[src/rtl/core/pbrle_pkg.sv]
// ----------------------------------------------------------------------------
// pbrle_pkg
// Shared types and constants of the PackBits run-length encoder.
// ----------------------------------------------------------------------------
package pbrle_pkg;

  // undecided bytes held ahead of a packet decision
  localparam int unsigned LaDepth = 3;
  // code bytes carried by one output beat
  localparam int unsigned OutLanes = 4;

  // byte push / end-of-step flush from sequencer to packer
  typedef struct packed {
    logic       push;
    logic [7:0] data;
    logic       flush;
    logic       last;
  } pk_req_t;

endpackage

[src/rtl/core/pbrle_ram.sv]
// ----------------------------------------------------------------------------
// pbrle_ram
// Generic single-write, single-read RAM with registered read data.
// ----------------------------------------------------------------------------
module pbrle_ram #(
  parameter int unsigned Width = 8,
  parameter int unsigned Depth = 128
) (
  input  logic                     clk_i,
  input  logic                     we_i,
  input  logic [$clog2(Depth)-1:0] waddr_i,
  input  logic [Width-1:0]         wdata_i,
  input  logic                     re_i,
  input  logic [$clog2(Depth)-1:0] raddr_i,
  output logic [Width-1:0]         rdata_o
);

  logic [Width-1:0] mem_q [Depth];
  logic [Width-1:0] rdata_q;

  always_ff @(posedge clk_i) begin
    if (we_i) begin
      mem_q[waddr_i] <= wdata_i;
    end
    if (re_i) begin
      rdata_q <= mem_q[raddr_i];
    end
  end

  assign rdata_o = rdata_q;

endmodule

[src/rtl/core/pbrle_pack.sv]
// ----------------------------------------------------------------------------
// pbrle_pack
// Gathers code bytes into beats of up to Chunk bytes; output register.
// ----------------------------------------------------------------------------
module pbrle_pack #(
  parameter int unsigned Chunk = 4
) (
  input  logic                clk_i,
  input  logic                rst_ni,
  input  pbrle_pkg::pk_req_t  req_i,
  output logic                rdy_o,
  output logic                m_tvalid_o,
  input  logic                m_tready_i,
  output logic [39:0]         m_tdata_o,
  output logic                m_tuser_o,
  output logic                m_tlast_o
);

  localparam int unsigned CW = $clog2(Chunk + 1);
  localparam int unsigned IW = (Chunk > 1) ? $clog2(Chunk) : 1;

  logic [7:0]    buf_q [Chunk];
  logic [CW-1:0] cnt_q, cnt_d;
  logic          ov_q;
  logic [7:0]    ob_q [pbrle_pkg::OutLanes];
  logic [7:0]    ob_d [pbrle_pkg::OutLanes];
  logic [2:0]    ocnt_q;
  logic          ostep_q, olast_q;

  logic out_free, full, empty, ld;

  assign out_free = !ov_q || m_tready_i;
  assign full     = (cnt_q == CW'(Chunk));
  assign empty    = (cnt_q == '0);
  assign rdy_o    = req_i.push ? (!full || out_free) : (empty || out_free);
  assign ld       = out_free && ((req_i.push && full) || (req_i.flush && !empty));

  // mask lanes at or beyond the fill count
  for (genvar j = 0; j < pbrle_pkg::OutLanes; j++) begin : g_lane
    if (j < Chunk) begin : g_used
      assign ob_d[j] = (CW'(j) < cnt_q) ? buf_q[j] : 8'h00;
    end else begin : g_zero
      assign ob_d[j] = 8'h00;
    end
  end

  always_comb begin
    cnt_d = cnt_q;
    if (req_i.push && rdy_o) begin
      cnt_d = full ? CW'(1) : cnt_q + CW'(1);
    end else if (req_i.flush && rdy_o) begin
      cnt_d = '0;
    end
  end

  always_ff @(posedge clk_i or negedge rst_ni) begin
    if (!rst_ni) begin
      cnt_q <= '0;
      ov_q  <= 1'b0;
    end else begin
      cnt_q <= cnt_d;
      if (ld) begin
        ov_q <= 1'b1;
      end else if (m_tready_i) begin
        ov_q <= 1'b0;
      end
    end
  end

  always_ff @(posedge clk_i) begin
    if (req_i.push && rdy_o) begin
      if (full) begin
        buf_q[0] <= req_i.data;
      end else begin
        buf_q[cnt_q[IW-1:0]] <= req_i.data;
      end
    end
    if (ld) begin
      ob_q    <= ob_d;
      ocnt_q  <= 3'(cnt_q);
      ostep_q <= req_i.flush;
      olast_q <= req_i.flush && req_i.last;
    end
  end

  assign m_tvalid_o = ov_q;
  assign m_tdata_o  = {5'b0, ocnt_q, ob_q[3], ob_q[2], ob_q[1], ob_q[0]};
  assign m_tuser_o  = ostep_q;
  assign m_tlast_o  = olast_q;

endmodule

[src/rtl/core/packbits_rle_encoder.sv]
// ----------------------------------------------------------------------------
// packbits_rle_encoder
// Streaming PackBits encoder: raw bytes in, packed code beats out.
// ----------------------------------------------------------------------------
// Input beat: one raw byte on s_tdata, s_tlast marks the last byte of a
// stream and flushes every open packet. Output beat: up to four code bytes
// in stream order plus a count; tuser marks the last beat caused by an
// input byte, tlast the last beat of the whole stream. A byte that closes
// no packet causes no beat.
// One byte is taken at a time. A byte that only extends a packet passes
// through accept, one or two decision steps, a second literal byte and
// the end-of-step flush. Sending a literal pushes the header and then each
// stored byte, as the literal store RAM is read one entry at a time; a run
// pushes its header and its value.
// A beat goes to the output register when a fifth code byte or the
// end-of-step flush arrives.
// The literal store is a RAM of MAX_PACKET entries with no clearing pass;
// only the written prefix of it is ever read.
// Reset empties lookahead, packer and output register; no packet is open.
// When the receiver stalls, the output register holds its beat and the
// sequencer waits on the packer, so no byte is dropped; s_tready stays low
// until the current byte's work is done.
// ----------------------------------------------------------------------------
module packbits_rle_encoder #(
  parameter int unsigned MAX_PACKET = 128,
  parameter int unsigned MIN_REPEAT = 3,
  parameter int unsigned OUT_BYTES  = 4
) (
  input  logic        clk_i,
  input  logic        rst_ni,
  input  logic        s_tvalid,
  output logic        s_tready,
  input  logic [7:0]  s_tdata,   // [7:0] data_byte
  input  logic        s_tlast,   // final_byte
  output logic        m_tvalid,
  input  logic        m_tready,
  // [7:0] code_byte_a, [15:8] code_byte_b, [23:16] code_byte_c,
  // [31:24] code_byte_d, [34:32] byte_count, rest zero
  output logic [39:0] m_tdata,
  output logic        m_tuser,   // step_done
  output logic        m_tlast    // stream_done
);

  localparam int unsigned Chunk = (OUT_BYTES < 4) ? OUT_BYTES : 4;
  localparam int unsigned AW    = $clog2(MAX_PACKET);
  localparam int unsigned LW    = $clog2(MAX_PACKET + 1);

  typedef enum logic [2:0] {
    S_IDLE, S_DECIDE, S_TAKE2, S_LITHDR, S_LITDATA, S_RUNHDR, S_RUNVAL, S_END
  } state_e;

  typedef enum logic [1:0] {M_IDLE, M_LIT, M_RUN} mode_e;

  state_e     state_q, state_d;
  mode_e      mode_q, mode_d;
  logic [7:0] la_q [pbrle_pkg::LaDepth];
  logic [7:0] la_d [pbrle_pkg::LaDepth];
  logic [1:0] la_cnt_q, la_cnt_d;
  logic       fin_q, fin_d;
  logic [LW-1:0] lit_len_q, lit_len_d;
  logic [LW-1:0] run_len_q, run_len_d;
  logic [7:0]    run_val_q, run_val_d;
  logic [AW-1:0] idx_q, idx_d;

  // literal store port
  logic          ram_we, ram_re;
  logic [AW-1:0] ram_waddr, ram_raddr;
  logic [7:0]    ram_rdata;

  pbrle_pkg::pk_req_t req;
  logic               req_rdy;

  // run detection over the lookahead
  logic eq1, eq2, is_run, take2, room2;
  logic [1:0] drop_n;

  assign eq1    = (la_cnt_q >= 2'd2) && (la_q[1] == la_q[0]);
  assign eq2    = (la_cnt_q == 2'd3) && (la_q[2] == la_q[0]);
  assign is_run = (MIN_REPEAT == 2) ? eq1 : (eq1 && eq2);
  assign take2  = eq1 && !is_run;
  assign room2  = ({1'b0, lit_len_q} + (LW + 1)'(2)) <= (LW + 1)'(MAX_PACKET);

  always_comb begin
    state_d   = state_q;
    mode_d    = mode_q;
    la_cnt_d  = la_cnt_q;
    fin_d     = fin_q;
    lit_len_d = lit_len_q;
    run_len_d = run_len_q;
    run_val_d = run_val_q;
    idx_d     = idx_q;
    drop_n    = 2'd0;
    ram_we    = 1'b0;
    ram_waddr = lit_len_q[AW-1:0];
    ram_re    = 1'b0;
    ram_raddr = idx_q;
    req       = '0;
    req.last  = fin_q;
    s_tready  = 1'b0;

    unique case (state_q)
      S_IDLE: begin
        s_tready = 1'b1;
        if (s_tvalid) begin
          if (la_cnt_q != 2'd3) begin
            la_cnt_d = la_cnt_q + 2'd1;
          end
          fin_d   = s_tlast;
          state_d = S_DECIDE;
        end
      end
      S_DECIDE: begin
        priority if (mode_q == M_LIT && lit_len_q >= LW'(MAX_PACKET)) begin
          state_d = S_LITHDR;
        end else if (la_cnt_q == 2'd0) begin
          state_d = S_END;
        end else if (mode_q == M_RUN) begin
          if (la_q[0] == run_val_q && run_len_q < LW'(MAX_PACKET)) begin
            run_len_d = run_len_q + LW'(1);
            drop_n    = 2'd1;
          end else begin
            state_d = S_RUNHDR;
          end
        end else if (la_cnt_q < 2'(MIN_REPEAT) && !fin_q) begin
          state_d = S_END;
        end else if (mode_q == M_IDLE) begin
          if (is_run) begin
            run_val_d = la_q[0];
            run_len_d = LW'(MIN_REPEAT);
            drop_n    = 2'(MIN_REPEAT);
            mode_d    = M_RUN;
          end else begin
            ram_we    = 1'b1;
            ram_waddr = '0;
            lit_len_d = LW'(1);
            drop_n    = 2'd1;
            mode_d    = M_LIT;
            if (take2) begin
              state_d = S_TAKE2;
            end
          end
        end else begin
          if (is_run) begin
            state_d = S_LITHDR;
          end else begin
            ram_we    = 1'b1;
            lit_len_d = lit_len_q + LW'(1);
            drop_n    = 2'd1;
            if (take2 && room2) begin
              state_d = S_TAKE2;
            end
          end
        end
      end
      S_TAKE2: begin
        ram_we    = 1'b1;
        lit_len_d = lit_len_q + LW'(1);
        drop_n    = 2'd1;
        state_d   = S_DECIDE;
      end
      S_LITHDR: begin
        req.push = 1'b1;
        req.data = 8'(lit_len_q - LW'(1));
        if (req_rdy) begin
          ram_re    = 1'b1;
          ram_raddr = '0;
          idx_d     = '0;
          state_d   = S_LITDATA;
        end
      end
      S_LITDATA: begin
        req.push = 1'b1;
        req.data = ram_rdata;
        if (req_rdy) begin
          if (LW'(idx_q) == lit_len_q - LW'(1)) begin
            lit_len_d = '0;
            mode_d    = M_IDLE;
            state_d   = S_DECIDE;
          end else begin
            idx_d     = idx_q + AW'(1);
            ram_re    = 1'b1;
            ram_raddr = idx_q + AW'(1);
          end
        end
      end
      S_RUNHDR: begin
        req.push = 1'b1;
        req.data = 8'(9'd257 - 9'(run_len_q));
        if (req_rdy) begin
          state_d = S_RUNVAL;
        end
      end
      S_RUNVAL: begin
        req.push = 1'b1;
        req.data = run_val_q;
        if (req_rdy) begin
          run_len_d = '0;
          mode_d    = M_IDLE;
          state_d   = S_DECIDE;
        end
      end
      S_END: begin
        priority if (fin_q && mode_q == M_LIT) begin
          state_d = S_LITHDR;
        end else if (fin_q && mode_q == M_RUN) begin
          state_d = S_RUNHDR;
        end else begin
          req.flush = 1'b1;
          if (req_rdy) begin
            state_d = S_IDLE;
          end
        end
      end
      default: state_d = S_IDLE;
    endcase

    if (drop_n != 2'd0) begin
      la_cnt_d = la_cnt_q - drop_n;
    end
  end

  // lookahead shift / fill
  always_comb begin
    la_d = la_q;
    if (state_q == S_IDLE && s_tvalid && la_cnt_q != 2'd3) begin
      la_d[la_cnt_q] = s_tdata;
    end
    unique case (drop_n)
      2'd1: begin
        la_d[0] = la_q[1];
        la_d[1] = la_q[2];
      end
      2'd2: la_d[0] = la_q[2];
      default: ;
    endcase
  end

  always_ff @(posedge clk_i or negedge rst_ni) begin
    if (!rst_ni) begin
      state_q   <= S_IDLE;
      mode_q    <= M_IDLE;
      la_cnt_q  <= '0;
      fin_q     <= 1'b0;
      lit_len_q <= '0;
      run_len_q <= '0;
      run_val_q <= '0;
      idx_q     <= '0;
    end else begin
      state_q   <= state_d;
      mode_q    <= mode_d;
      la_cnt_q  <= la_cnt_d;
      fin_q     <= fin_d;
      lit_len_q <= lit_len_d;
      run_len_q <= run_len_d;
      run_val_q <= run_val_d;
      idx_q     <= idx_d;
    end
  end

  always_ff @(posedge clk_i) begin
    la_q <= la_d;
  end

  pbrle_ram #(
    .Width (8),
    .Depth (MAX_PACKET)
  ) u_lit_store (
    .clk_i   (clk_i),
    .we_i    (ram_we),
    .waddr_i (ram_waddr),
    .wdata_i (la_q[0]),
    .re_i    (ram_re),
    .raddr_i (ram_raddr),
    .rdata_o (ram_rdata)
  );

  pbrle_pack #(
    .Chunk (Chunk)
  ) u_pack (
    .clk_i      (clk_i),
    .rst_ni     (rst_ni),
    .req_i      (req),
    .rdy_o      (req_rdy),
    .m_tvalid_o (m_tvalid),
    .m_tready_i (m_tready),
    .m_tdata_o  (m_tdata),
    .m_tuser_o  (m_tuser),
    .m_tlast_o  (m_tlast)
  );

  // beats carry 1..Chunk bytes
  assert property (@(posedge clk_i) disable iff (!rst_ni)
    m_tvalid |-> (m_tdata[34:32] != 3'd0 && m_tdata[34:32] <= 3'(Chunk)))
    else $error("byte count out of range");

  // end of stream is always end of a step
  assert property (@(posedge clk_i) disable iff (!rst_ni)
    (m_tvalid && m_tlast) |-> m_tuser)
    else $error("stream end without step end");

  // open literal never exceeds the store, nor an open run MAX_PACKET
  assert property (@(posedge clk_i) disable iff (!rst_ni)
    lit_len_q <= LW'(MAX_PACKET) && run_len_q <= LW'(MAX_PACKET))
    else $error("packet length overflow");

  // a new byte is taken only with room in the lookahead
  assert property (@(posedge clk_i) disable iff (!rst_ni)
    (s_tvalid && s_tready) |-> (la_cnt_q < 2'(MIN_REPEAT)))
    else $error("lookahead overfull at accept");

endmodule

[config.mk]
export PLATFORM = sky130hd
export DESIGN_NAME = packbits_rle_encoder
export DESIGN_NICKNAME = d
export VERILOG_FILES = /design/src/rtl/core/pbrle_pkg.sv /design/src/rtl/core/pbrle_ram.sv /design/src/rtl/core/pbrle_pack.sv /design/src/rtl/core/packbits_rle_encoder.sv
export SDC_FILE = /design/constraint.sdc
export NUM_CORES = 1
export LEC_CHECK = 0
export BUFFER_PORTS_ARGS = -buffer_cell sky130_fd_sc_hd__buf_2
export CAP_MARGIN = 20
export CORE_ASPECT_RATIO = 1.5
export CORE_MARGIN = 2
export CORE_UTILIZATION = 50
export CTS_BUF_LIST = sky130_fd_sc_hd__clkbuf_16
export DETAILED_ROUTE_END_ITERATION = 8
export GPL_ROUTABILITY_DRIVEN = 0
export GPL_TIMING_DRIVEN = 0
export PLACE_DENSITY_LB_ADDON = 0.05
export SETUP_SLACK_MARGIN = 0.5
export SLEW_MARGIN = 10
export SYNTH_ARGS = -nofsm -noshare
export SYNTH_HDL_FRONTEND = slang
export SYNTH_SLANG_ARGS = --single-unit
[constraint.sdc]
create_clock -name clk_i -period 6.6 [get_ports clk_i]
set_input_delay 0.33 -clock clk_i [delete_from_list [all_inputs] [get_ports clk_i]]
set_output_delay 0.33 -clock clk_i [all_outputs]
set_load 0.1 [all_outputs]
# --- Yosys cells after proc, flatten, opt, wreduce, memory -nomap -nowiden ---
# Memories as Yosys holds them, arrays and structs flattened. A register that Yosys moved wholly into a read port is not among the register bits.
# Cells that the tools add are included.
op_classes:
  n_addsub: 9
  magnitude_cmp: 11
  eq_ne: 39
  muxes: 111
  bitwise: 5
  reduce_logical: 55
ops:
  columns: ["cell", "n"]
  rows:
  - ["$mux W8", 20]
  - ["$mux W7", 10]
  - ["$mux W3", 22]
  - ["$mux W2", 20]
  - ["$pmux W9 S4", 1]
  - ["$pmux W8 S2", 2]
  - ["$mux W1", 26]
  - ["$bwmux W24", 1]
  - ["$eq A8 B8 Y1", 3]
  - ["$mux W24", 1]
  - ["$pmux W3 S8", 1]
  - ["$pmux W8 S3", 1]
  - ["$logic_and A1 B1 Y1", 19]
  - ["$ne A2 B2 Y1 const B", 9]
  - ["$add A8 B1 Y8 const B", 2]
  - ["$demux W8 S2", 1]
  - ["$reduce_and A8 Y1", 2]
  - ["$reduce_bool A2 Y1", 8]
  - ["$eq A3 B3 Y1 const B", 5]
  - ["$ne A7 B7 Y1 const B", 2]
  - ["$pmux W7 S2", 1]
  - ["$ne A3 B3 Y1 const B", 4]
  - ["$reduce_and A11 Y1", 1]
  - ["$add A8 B2 Y9 const B", 1]
  - ["other kinds (39)", 67]
totals:
  register_bits: 72
  ram_bits: 1056
  in_bits: 13
  mem_count: 2
mem_list:
  columns: ["memory", "depth", "width", "read_ports", "rd_clocked_by_memory_dff", "write_ports", "line_no", "text"]
  rows:
  - ["u_lit_store.mem_q", 128, 8, 1, 1, 1, "pbrle_ram.sv:18", "logic [Width-1:0] mem_q [Depth];"]
  - ["u_pack.buf_q", 4, 8, 4, 4, 1, "pbrle_pack.sv:22", "logic [7:0] buf_q [Chunk];"]

# --- Logic depth before layout (Yosys ltp) ---
# Gate-level depths: netlist (run 1).
depth:
  depth_word: 14
  depth_mapped: 21
  depth_no_buf: 15

# --- Modules after synthesis ---
# A second synthesis (run 1) with hierarchy kept.
unflattened:
  hier_cells: 2324
  hier_area_um2: 47196.5
by_module_without_submodules:
  columns: ["module", "n_inst", "cells_per_inst", "area_each_um2", "seq_area_each_um2"]
  rows:
  - ["pbrle_ram", 1, 1635, 39743.1, 30989.7]
  - ["packbits_rle_encoder", 1, 538, 4783.3, 1696.6]
  - ["pbrle_pack", 1, 151, 2670.1, 2172.1]

# --- Worst setup path before layout (run 1) ---
# OpenSTA, ideal clock, no wires.
synth_timing:
  kind: "reg-to-reg"
  startpoint: "register la_q[23] (netlist bit)"
  endpoint: "register la_q[16] (netlist bit), enable pin"
  setup_time_ns: 0.388
  arrival_time_ns: 4.618
  required_time_ns: 6.212
  slack_ns: 1.594
  path_stages_with_launch: 15
  n_path_buf: 1
  synth_period_minus_slack_ns: 5.006
  path_cell_list: "edfxtp_1 -> xor2_1 -> nor4_1 -> nand3_1 -> nor2_1 -> nand2_1 -> a21oi_1 -> nor2_1 -> nor2_1 -> ha_1 -> buf_1 -> nor2_1 -> a21oi_1 -> nor2_1 -> a221oi_1"
synth_between:
  elab_chain_len: 12
  elab_cells_between_ends: 19
  classes_between: "eq/ne (5); mux (9); reduce/logical (5)"
synth_lines:
  columns: ["item", "line_no", "text"]
  rows:
  - ["start, declared", "packbits_rle_encoder.sv:56", "logic [7:0] la_q [pbrle_pkg::LaDepth];"]
  - ["start signal, assigned", "packbits_rle_encoder.sv:261", "la_q <= la_d;"]
  - ["$eq A8 B8 Y1, on equally long branches", "packbits_rle_encoder.sv:77, packbits_rle_encoder.sv:78", null]
  - ["$logic_and A1 B1 Y1, on equally long branches", "packbits_rle_encoder.sv:77, packbits_rle_encoder.sv:78", null]
  - ["$logic_and A1 B1 Y1", "packbits_rle_encoder.sv:79", "assign is_run = (MIN_REPEAT == 2) ? eq1 : (eq1 && eq2);"]
  - ["$mux W1 or $mux W2 (tied branches)", "packbits_rle_encoder.sv:143, packbits_rle_encoder.sv:127", null]
  - ["$mux W2", "packbits_rle_encoder.sv:126", "end else if (mode_q == M_IDLE) begin"]
  - ["$mux W2", "packbits_rle_encoder.sv:124", "end else if (la_cnt_q < 2'(MIN_REPEAT) && !fin_q) begin"]
  - ["$mux W2 *", "packbits_rle_encoder.sv:117", "end else if (mode_q == M_RUN) begin"]
  - ["$mux W2 *", "packbits_rle_encoder.sv:115", "end else if (la_cnt_q == 2'd0) begin"]
  - ["$mux W2 *", "packbits_rle_encoder.sv:113", "priority if (mode_q == M_LIT && lit_len_q >= LW'(MAX_PACKET)) begin"]
  - ["$pmux W2 S2 *", "packbits_rle_encoder.sv:101", "unique case (state_q)"]
  - ["$eq A2 B2 Y1 or $eq A2 B1 Y1 (tied branches)", "packbits_rle_encoder.sv:228", "unique case (drop_n)"]
  - ["$reduce_bool A3 Y1 (no source line) *", null, null]
# Every way passes the cells marked *; elsewhere a longest branch is shown, timed or not.
# A chain may end at the register's enable or synchronous reset.

# --- Worst setup path in the final report (run 1) ---
layout_timing:
  startpoint: "register lit_len_q[2]"
  endpoint: "register u_lit_store.rdata_q[2], in the netlist u_lit_store.rdata_o[2] (read register of u_lit_store.mem_q), data pin"
layout_between:
  elab_chain_len: 5
  elab_cells_between_ends: 8
  classes_between: "add/sub (1); eq/ne (1); mux (6)"
layout_lines:
  columns: ["item", "line_no", "text"]
  rows:
  - ["start, declared", "packbits_rle_encoder.sv:60", "logic [LW-1:0] lit_len_q, lit_len_d;"]
  - ["start signal, assigned", "packbits_rle_encoder.sv:253", "lit_len_q <= lit_len_d;"]
  - ["$sub A8 B1 Y8 *", "packbits_rle_encoder.sv:175", "if (LW'(idx_q) == lit_len_q - LW'(1)) begin"]
  - ["$eq A7 B8 Y1 *", "packbits_rle_encoder.sv:175", null]
  - ["$mux W7 or $mux W1 (tied branches) (2 in series)", null, null]
  - ["$pmux W7 S2 or $pmux W1 S2 (tied branches)", null, null]
  - ["end, declared", "pbrle_ram.sv:19", "logic [Width-1:0] rdata_q;"]
# Marked as above.

==> flow_summary.json, run 1 <==
{
  "design.portCount": 57,
  "synth.top_cells.by_area": "edfxtp_1, nand2_1, nand3_1",
  "globalRouteTotalUtil": 0.327,
  "ys_seq_elements": 1168,
  "grt_overflow_total": 0,
  "cp_max_fo": 10,
  "wl_per_cell_um": 30.1,
  "area_growth_pct": 14.8,
  "place.detailed.hpwl_um": 117000,
  "num_rows": 140,
  "grt_setup_unrepaired": "false",
  "powerDensity_nw_per_um2": 489,
  "fillerInstances": 7946,
  "postLayoutCoreUtil": 0.577,
  "wl_um": 163000,
  "worst_clock_skew_on_the_final_layout_ns": 0.0324,
  "fmax_mhz": 168,
  "cts.sinks": 1168,
  "core-area_sq_um": 96700,
  "cts_root_buf": "clkbuf_16",
  "place_inst": 5181,
  "numCtsBuffers": 109,
  "post_synth_mux_area_share": 0.00626,
  "critPathArrivalTime_ns": 6.40,
  "syn-mean-instance-area_sq_um": 12.8,
  "initial_core_util": 0.502,
  "syn-cell-area_sq_um": 48600,
  "slew_viol_final": 0,
  "critical_path.startpoint_type": "flop",
  "clock_path_buffers": 3,
  "hold_ws_ns": 0.163,
  "synth_compound_area_frac": 0.0799,
  "dominant_combinational_cell_family_by_area_after_synthesis": "simple AND/OR/NAND/NOR gates",
  "max_slew.worst_pin.slew_ns": 1.25,
  "synth_edf_count": 1125,
  "timing.critical_path.buf_inv": 4,
  "biggest_cell_delay_along_the_critical_path_ns": 0.73,
  "min_period_over_period": 0.904,
  "synth-simple-area-share": 0.156,
  "count_of_maximum_capacitance_violations": 0,
  "cts_tree": "built",
  "die_y_um": 386,
  "endpoint_kind": "flop",
  "total_die_area_sq_um": 99700,
  "timing.critical_path.depth": 15,
  "synth_top_area_share": 0.696,
  "path_clk_slew_ns": 0.07,
  "dominantRegCellSynth": "edfxtp_1",
  "dieWidth_um": 258,
  "leakage_power_of_the_design_uw": 0.0194,
  "route.antenna.remaining_nets": 0,
  "async_reset_ff_frac": 0.0368,
  "r2r_setup_slack_ns": 0.63,
  "footprint_of_the_multi_input_gates_sq_um": 12600,
  "timing_worst_setup_path_type": "flop to flop",
  "outcome": "finished clean",
  "worstSkewPairLatency_ns": 0.74,
  "yosys.cell_types.count": 82,
  "r2r_start": "lit_len_q[2]",
  "layout_common_cells": "edfxtp_1, nand2_1, nand3_1, nor2_1, and3_1",
  "detail_route.first_pass.iterations": 6,
  "drive_gt1_frac": 0.114,
  "worst_path_max_delay_cell": "clkbuf_1",
  "adder_cell_share_of_the_synthesized_area": 0.00464,
  "dr.first_iter.drc_count": 4178,
  "hp-class": "input pin to async pin",
  "mostFrequentLayoutCell": "edfxtp_1",
  "instances_no_fill": 5405,
  "finalNetCount": 4062,
  "setup_viol": 0,
  "grt_max_degree": 38,
  "worstPathRequired_ns": 7.03,
  "worstSetupEndpoint": "u_lit_store.rdata_o[2]",
  "synth_top_cell_by_area": "edfxtp_1",
  "relSlewSlack": 0.166,
  "irDropWorstVdd_mv": 0.294,
  "drc_errors": 0,
  "worst_path_dominant_cell_family": "compound AO/OA/AOI/OAI gates",
  "worstReg2RegEnd": "u_lit_store.rdata_o[2]",
  "yosys_warnings": 0,
  "seq_area_sq_um": 34900,
  "critical-path-top-cell-by-count": "clkbuf_2",
  "htree_levels": 3,
  "vias_per_cell": 6.18,
  "finalCriticalPeriod_ns": 5.97,
  "synth_seq_area_share": 0.718,
  "yosys.area_share.xor_xnor": 0.00876,
  "num_vias": 33400,
  "via_count_of_the_first_global_routing_pass": 32200,
  "worstPathCellList": "clkbuf_2 > inv_1 > ha_1 > a21boi_4 > mux2_2 > o311a_1 > o211ai_2 > o21ai_2 > a311oi_4 > clkbuf_2 > clkbuf_1 > a311oi_1 > nor4_1 > nand2_1 > a2bb2oi_1",
  "number_of_antenna_violations_at_the_first_check_in_global_routing": 5,
  "place.port_buffers": 51,
  "worstSetupStartpoint": "lit_len_q[2]",
  "synth_cells": 3788,
  "finalHoldViolCount": 0,
  "first_pass_grt_wire_length_um": 230000,
  "rr_worst_depth": 15
}
through the flow:
stage	setup slack [ns]	cell area (sq um)	power, uW	TNS, ns
3_3_place_gp	-2.39	50400	19900	-2031.56
2_1_floorplan	1.59	48600	15500	0
5_1_grt	0.518	55800	28000	0
4_1_cts	0.512	55700	27000	0
3_5_place_dp	-0.246	51700	20400	-1.10
6_report	0.630	55800	27300	0
synthesized netlist by cell type (16+ instances only):
cell,count
buf_4,22
ha_1,18
a211oi_1,99
o221ai_1,16
dfrtp_1,43
a21oi_1,71
nor2b_1,34
and3_1,158
xnor2_1,21
xor2_1,25
edfxtp_1,1125
nand2_1,900
a31oi_1,93
and2_1,19
mux2i_1,18
nor2_1,200
nor3_1,27
clkbuf_1,104
o21ai_0,48
a311oi_1,76
a22oi_1,32
buf_2,96
buf_1,19
a32oi_1,23
inv_1,24
nand3_1,305
repair_timing:
item | 4_1_cts | 5_1_grt
resized for setup | 28 | 25
endpoints found under the setup margin | 8 | 8
setup buffers | 1 | 0
hold endpoints to repair | 47 | 0
hold buffers | 11 | 0
pin swaps | 1 | 1
how the worst min path moves through the flow:
stage	from	endpoint	slack, ns	depth (start not counted)
2_1_floorplan	rst_ni	fin_q	0.03	0
3_3_place_gp	u_pack.cnt_q[1]	u_pack.ocnt_q[1]	0.46	0
3_5_place_dp	rst_ni	fin_q	0.38	1
4_1_cts	s_tvalid	fin_q	0.13	3
5_1_grt	s_tvalid	fin_q	0.21	3
6_report	rst_ni	fin_q	0.16	2
layout make-up:
type                    instances  area share
multi-input cells            2348       0.225
plain buffers                 248      0.0216
repair buffers                128      0.0296
clock buffers                 113      0.0507
clock inverters                90      0.0168
well taps                    1278      0.0287
inverters                      28     0.00188
diodes                          4    0.000179
flip-flops and latches       1168       0.625
sequential cells by signal, summed over array words and instances, names as in the netlist:
name / cells
u_pack.m_tuser_o: 1
la_cnt_q: 2
u_pack.buf_q: 32
u_pack.m_tlast_o: 1
mode_q: 2
run_len_q: 8
u_lit_store.rdata_o: 8
u_pack.m_tvalid_o: 1
u_lit_store.mem_q: 1024
fin_q: 1
idx_q: 7
run_val_q: 8
u_pack.ocnt_q: 3
state_q: 3
u_pack.cnt_q: 3
u_pack.m_tdata_o: 32
lit_len_q: 8
la_q: 24
metal layers:
metal / vias up / wire length [um] / global-route usage
met5: - / 12 / 0
met4: 2 / 14400 / 0.247
met3: 510 / 12900 / 0.0571
met2: 1770 / 78300 / 0.547
met1: 16500 / 56900 / 0.377
li1: 14600 / - / -
cell families after synthesis:
| group | count (synthesis) |
|---|---|
| simple gates | 1710 |
| flops | 1168 |
| compound gates | 539 |
| buf+inv | 276 |
| xor+xnor | 47 |
| mux | 29 |
| fa+ha+maj | 18 |
| other cells | 1 |
power by group:
| group | total [uW] | switching [uW] | internal [uW] |
|---|---|---|---|
| clock network | 6690 | 2820 | 3870 |
| logic | 10900 | 7990 | 2890 |
| registers | 9710 | 255 | 9450 |
| total | 27300 | 11100 | 16200 |
No activity file was read; power rests on OpenSTA's default activity.
==> inputs of run 2 (changes only) <==
--- a/config.mk
+++ b/config.mk
@@ -19,4 +19,5 @@
 export SLEW_MARGIN = 10
 export SYNTH_ARGS = -nofsm -noshare
 export SYNTH_HDL_FRONTEND = slang
+export SYNTH_HIERARCHICAL = 1
 export SYNTH_SLANG_ARGS = --single-unit
==> constraint.sdc (replaced) <==
create_clock -name clk_i -period 5.74 [get_ports clk_i]
set_input_delay 1.148 -clock clk_i [delete_from_list [all_inputs] [get_ports clk_i]]
set_output_delay 1.148 -clock clk_i [all_outputs]
set_load 0.1 [all_outputs]
==> run 2 against run 1 <==
Die area decreased by 2.8%. Via count decreased by 28%. Clock power increased by 6.7%. Clock skew decreased by 0.0049 ns. Cell area about the same. Critical endpoint is now u_lit_store/rdata_o[6].
==> flow_summary.json, run 2 <==
{
  "outcome": "finished clean",
  "footprint_of_the_multi_input_gates_sq_um": 12500,
  "worstPathCellList": "buf_8 > clkinv_8 > ha_4 > or3b_4 > or3_4 > xnor2_4 > a211oi_4 > o21ai_4 > a21oi_2 > o22a_1 > buf_8 > buf_8 > buf_12 > buf_8 > buf_16 > mux4_2 > mux4_2 > mux4_2 > mux2_4",
  "synth.top_cells.by_area": "edfxtp_1, mux4_2, dfrtp_1",
  "grt_setup_unrepaired": "true",
  "syn-mean-instance-area_sq_um": 20.3,
  "synth_edf_count": 1125,
  "route.antenna.remaining_nets": 0,
  "gr-usage-met2": 0.471,
  "yosys.cell_types.count": 82,
  "timing.final.ws_setup_ns": 0.244,
  "synth_top_area_share": 0.716,
  "place.port_buffers": 51,
  "finalNetCount": 2645,
  "post_route_setup_tns_ns": 0,
  "number_of_antenna_violations_at_the_first_check_in_global_routing": 1,
  "path_clk_slew_ns": 0.07,
  "numCtsBuffers": 109,
  "place.detailed.hpwl_um": 86900,
  "finalCriticalPeriod_ns": 5.50,
  "wl_um": 123000,
  "htree_levels": 3,
  "fillerInstances": 6946,
  "cts_tree": "built",
  "timing_worst_setup_path_type": "flop to flop",
  "synth_top_cell_by_area": "edfxtp_1",
  "syn-cell-area_sq_um": 47200,
  "count_of_maximum_capacitance_violations": 0,
  "place_inst": 3703,
  "num_antenna_cells": 0,
  "wl_per_cell_um": 30.9,
  "worstSkewPairLatency_ns": 0.73,
  "finalHoldViolCount": 0,
  "vias_per_cell": 6.08,
  "initial_core_util": 0.502,
  "synth_seq_area_share": 0.739,
  "synth_commonest_cells": "edfxtp_1, mux4_2, nor2_1, clkbuf_1, nand2_1",
  "slew_viol_final": 0,
  "leakage_power_of_the_design_uw": 0.0178,
  "dieWidth_um": 255,
  "worstPathRequired_ns": 6.20,
  "mostFrequentLayoutCell": "edfxtp_1",
  "critPathArrivalTime_ns": 5.96,
  "synth_cells": 2324,
  "hp-class": "input pin to async pin",
  "layout_common_cells": "edfxtp_1, mux4_2, clkbuf_16, nor2_1",
  "core-area_sq_um": 93900,
  "instances_no_fill": 3964,
  "biggest_cell_delay_along_the_critical_path_ns": 0.61,
  "grt_util_met3": 0.0340,
  "cts.sinks": 1168,
  "worst_clock_skew_on_the_final_layout_ns": 0.0275,
  "cp_max_fo": 7,
  "global_route.peak_usage_layer": "met2",
  "detail_route.first_pass.iterations": 5,
  "critical_path.startpoint_type": "flop",
  "max_slew.worst_pin.slew_ns": 1.03,
  "drive_gt1_frac": 0.342,
  "dominantRegCellSynth": "edfxtp_1",
  "async_reset_ff_frac": 0.0368,
  "largest_register_ffs": 1024,
  "via_count_of_the_first_global_routing_pass": 24900,
  "dr.first_iter.drc_count": 2429,
  "num_vias": 24100,
  "min_period_over_period": 0.957,
  "grt_max_degree": 44,
  "globalRouteTotalUtil": 0.259,
  "clock_path_buffers": 3,
  "first_pass_grt_wire_length_um": 175000,
  "seq_area_sq_um": 34900,
  "area_growth_pct": 18.2,
  "irDropWorstVdd_mv": 0.336,
  "setup_viol": 0,
  "synth.most_common_cell": "edfxtp_1",
  "design.portCount": 57,
  "die_y_um": 380,
  "critical-path-top-cell-by-count": "buf_8",
  "grt_use_met1": 0.306,
  "num_rows": 138,
  "total_die_area_sq_um": 96900,
  "drc_errors": 0,
  "endpoint_kind": "flop",
  "postLayoutCoreUtil": 0.594,
  "grt_overflow_total": 0,
  "powerDensity_nw_per_um2": 591,
  "pre_cts_worst_setup_slack_ns": -1.80,
  "ys_seq_elements": 1168,
  "yosys_warnings": 6,
  "cts_root_buf": "clkbuf_16",
  "largest-register": "u_lit_store/mem_q",
  "fmax_mhz": 182,
  "worst_path_max_delay_cell": "mux4_2",
  "relSlewSlack": 0.304
}
-- run 2: changes by cell type after synthesis, sizes merged, moves of 23 or more --
cell | previous run | this run
buf | 142 | 59
a21oi | 72 | 31
a22oi | 32 | 3
clkbuf | 106 | 70
nand2 | 900 | 63
a311oi | 77 | 4
o21ai | 53 | 27
a31oi | 93 | 19
mux4 | 0 | 336
and3 | 158 | 6
nand3 | 305 | 28
a32oi | 24 | 0
nor2 | 201 | 178
a211oi | 99 | 2
-- run 2: critical path: cells and delay by family (launching register included) --
kind	cells	cell delay, ns
xor+xnor	1	0.18
compound gates	4	0.85
mux	4	1.98
flops	1	0.42
fa+ha+maj	1	0.11
simple gates	2	0.77
buf+inv	7	0.91
-- run 2: report_power, final --
group,total (uW),internal [uW],switching (uW)
combinational,14500,6140,8330
clock,7140,3980,3160
sequential,11300,11100,269
-- run 2: final timing paths --
check                           slack (ns)                     end  cells after the start          startpoint
worst max register to register        0.24  u_lit_store/rdata_o[6]                     19        lit_len_q[0]
max in group asynchronous             4.92                idx_q[3]                      2              rst_ni
worst min register to register        0.52    u_pack/m_tdata_o[28]                      1  u_pack/buf_q[3][4]
min in group clk_i                    0.52    u_pack/m_tdata_o[28]                      1  u_pack/buf_q[3][4]
worst max-delay path                  0.24  u_lit_store/rdata_o[6]                     19        lit_len_q[0]
worst min-delay path                  0.31                   fin_q                      1              rst_ni
-- run 2: final cells by class --
class                   count  share of cell area
well taps                1260              0.0283
clock buffers             110              0.0494
repair buffers            176              0.0385
inverters                  22             0.00175
flip-flops and latches   1168               0.625
clock inverters            90              0.0137
plain buffers             129              0.0201
multi-input cells        1009               0.223
-- run 2: metrics by stage --
stage          total power [uW]  instance area [sq um]  hold slack [ns]
2_1_floorplan             19400                  47300            0.498
3_3_place_gp              23700                  49100            0.512
3_5_place_dp              24500                  50400            0.510
4_1_cts                   32800                  55200            0.525
5_1_grt                   34000                  55800            0.299
6_report                  32900                  55800            0.307
-- run 2: layer usage --
layer / up-vias / part of all wire
met2: 774 / 0.55
met3: 214 / 0.049
met5: - / 0
met1: 13000 / 0.35
met4: 0 / 0.045
li1: 10200 / -
-- run 2: cells by family (layout without fill, tap and decap cells) --
family,Yosys count,after routing,share of synthesized area
other,1,5,0.0000795
AOI/OAI and AO/OA,157,157,0.0237
DFF,1168,1168,0.739
buffers and inverters,151,527,0.0142
xor gates and xnor gates,46,46,0.00893
adders and majority gates,18,18,0.00472
muxes,372,372,0.168
and+or+nand+nor,411,411,0.0413
-- run 2: timing repair --
item | 4_1_cts | 5_1_grt
setup buffers | 30 | 23
gates cloned | 6 | 1
endpoints found under the hold margin | 0 | 0
hold buffers | 0 | 0
endpoints found under the setup margin | 816 | 912
gates resized for setup | 291 | 105
pin swaps | 11 | 7
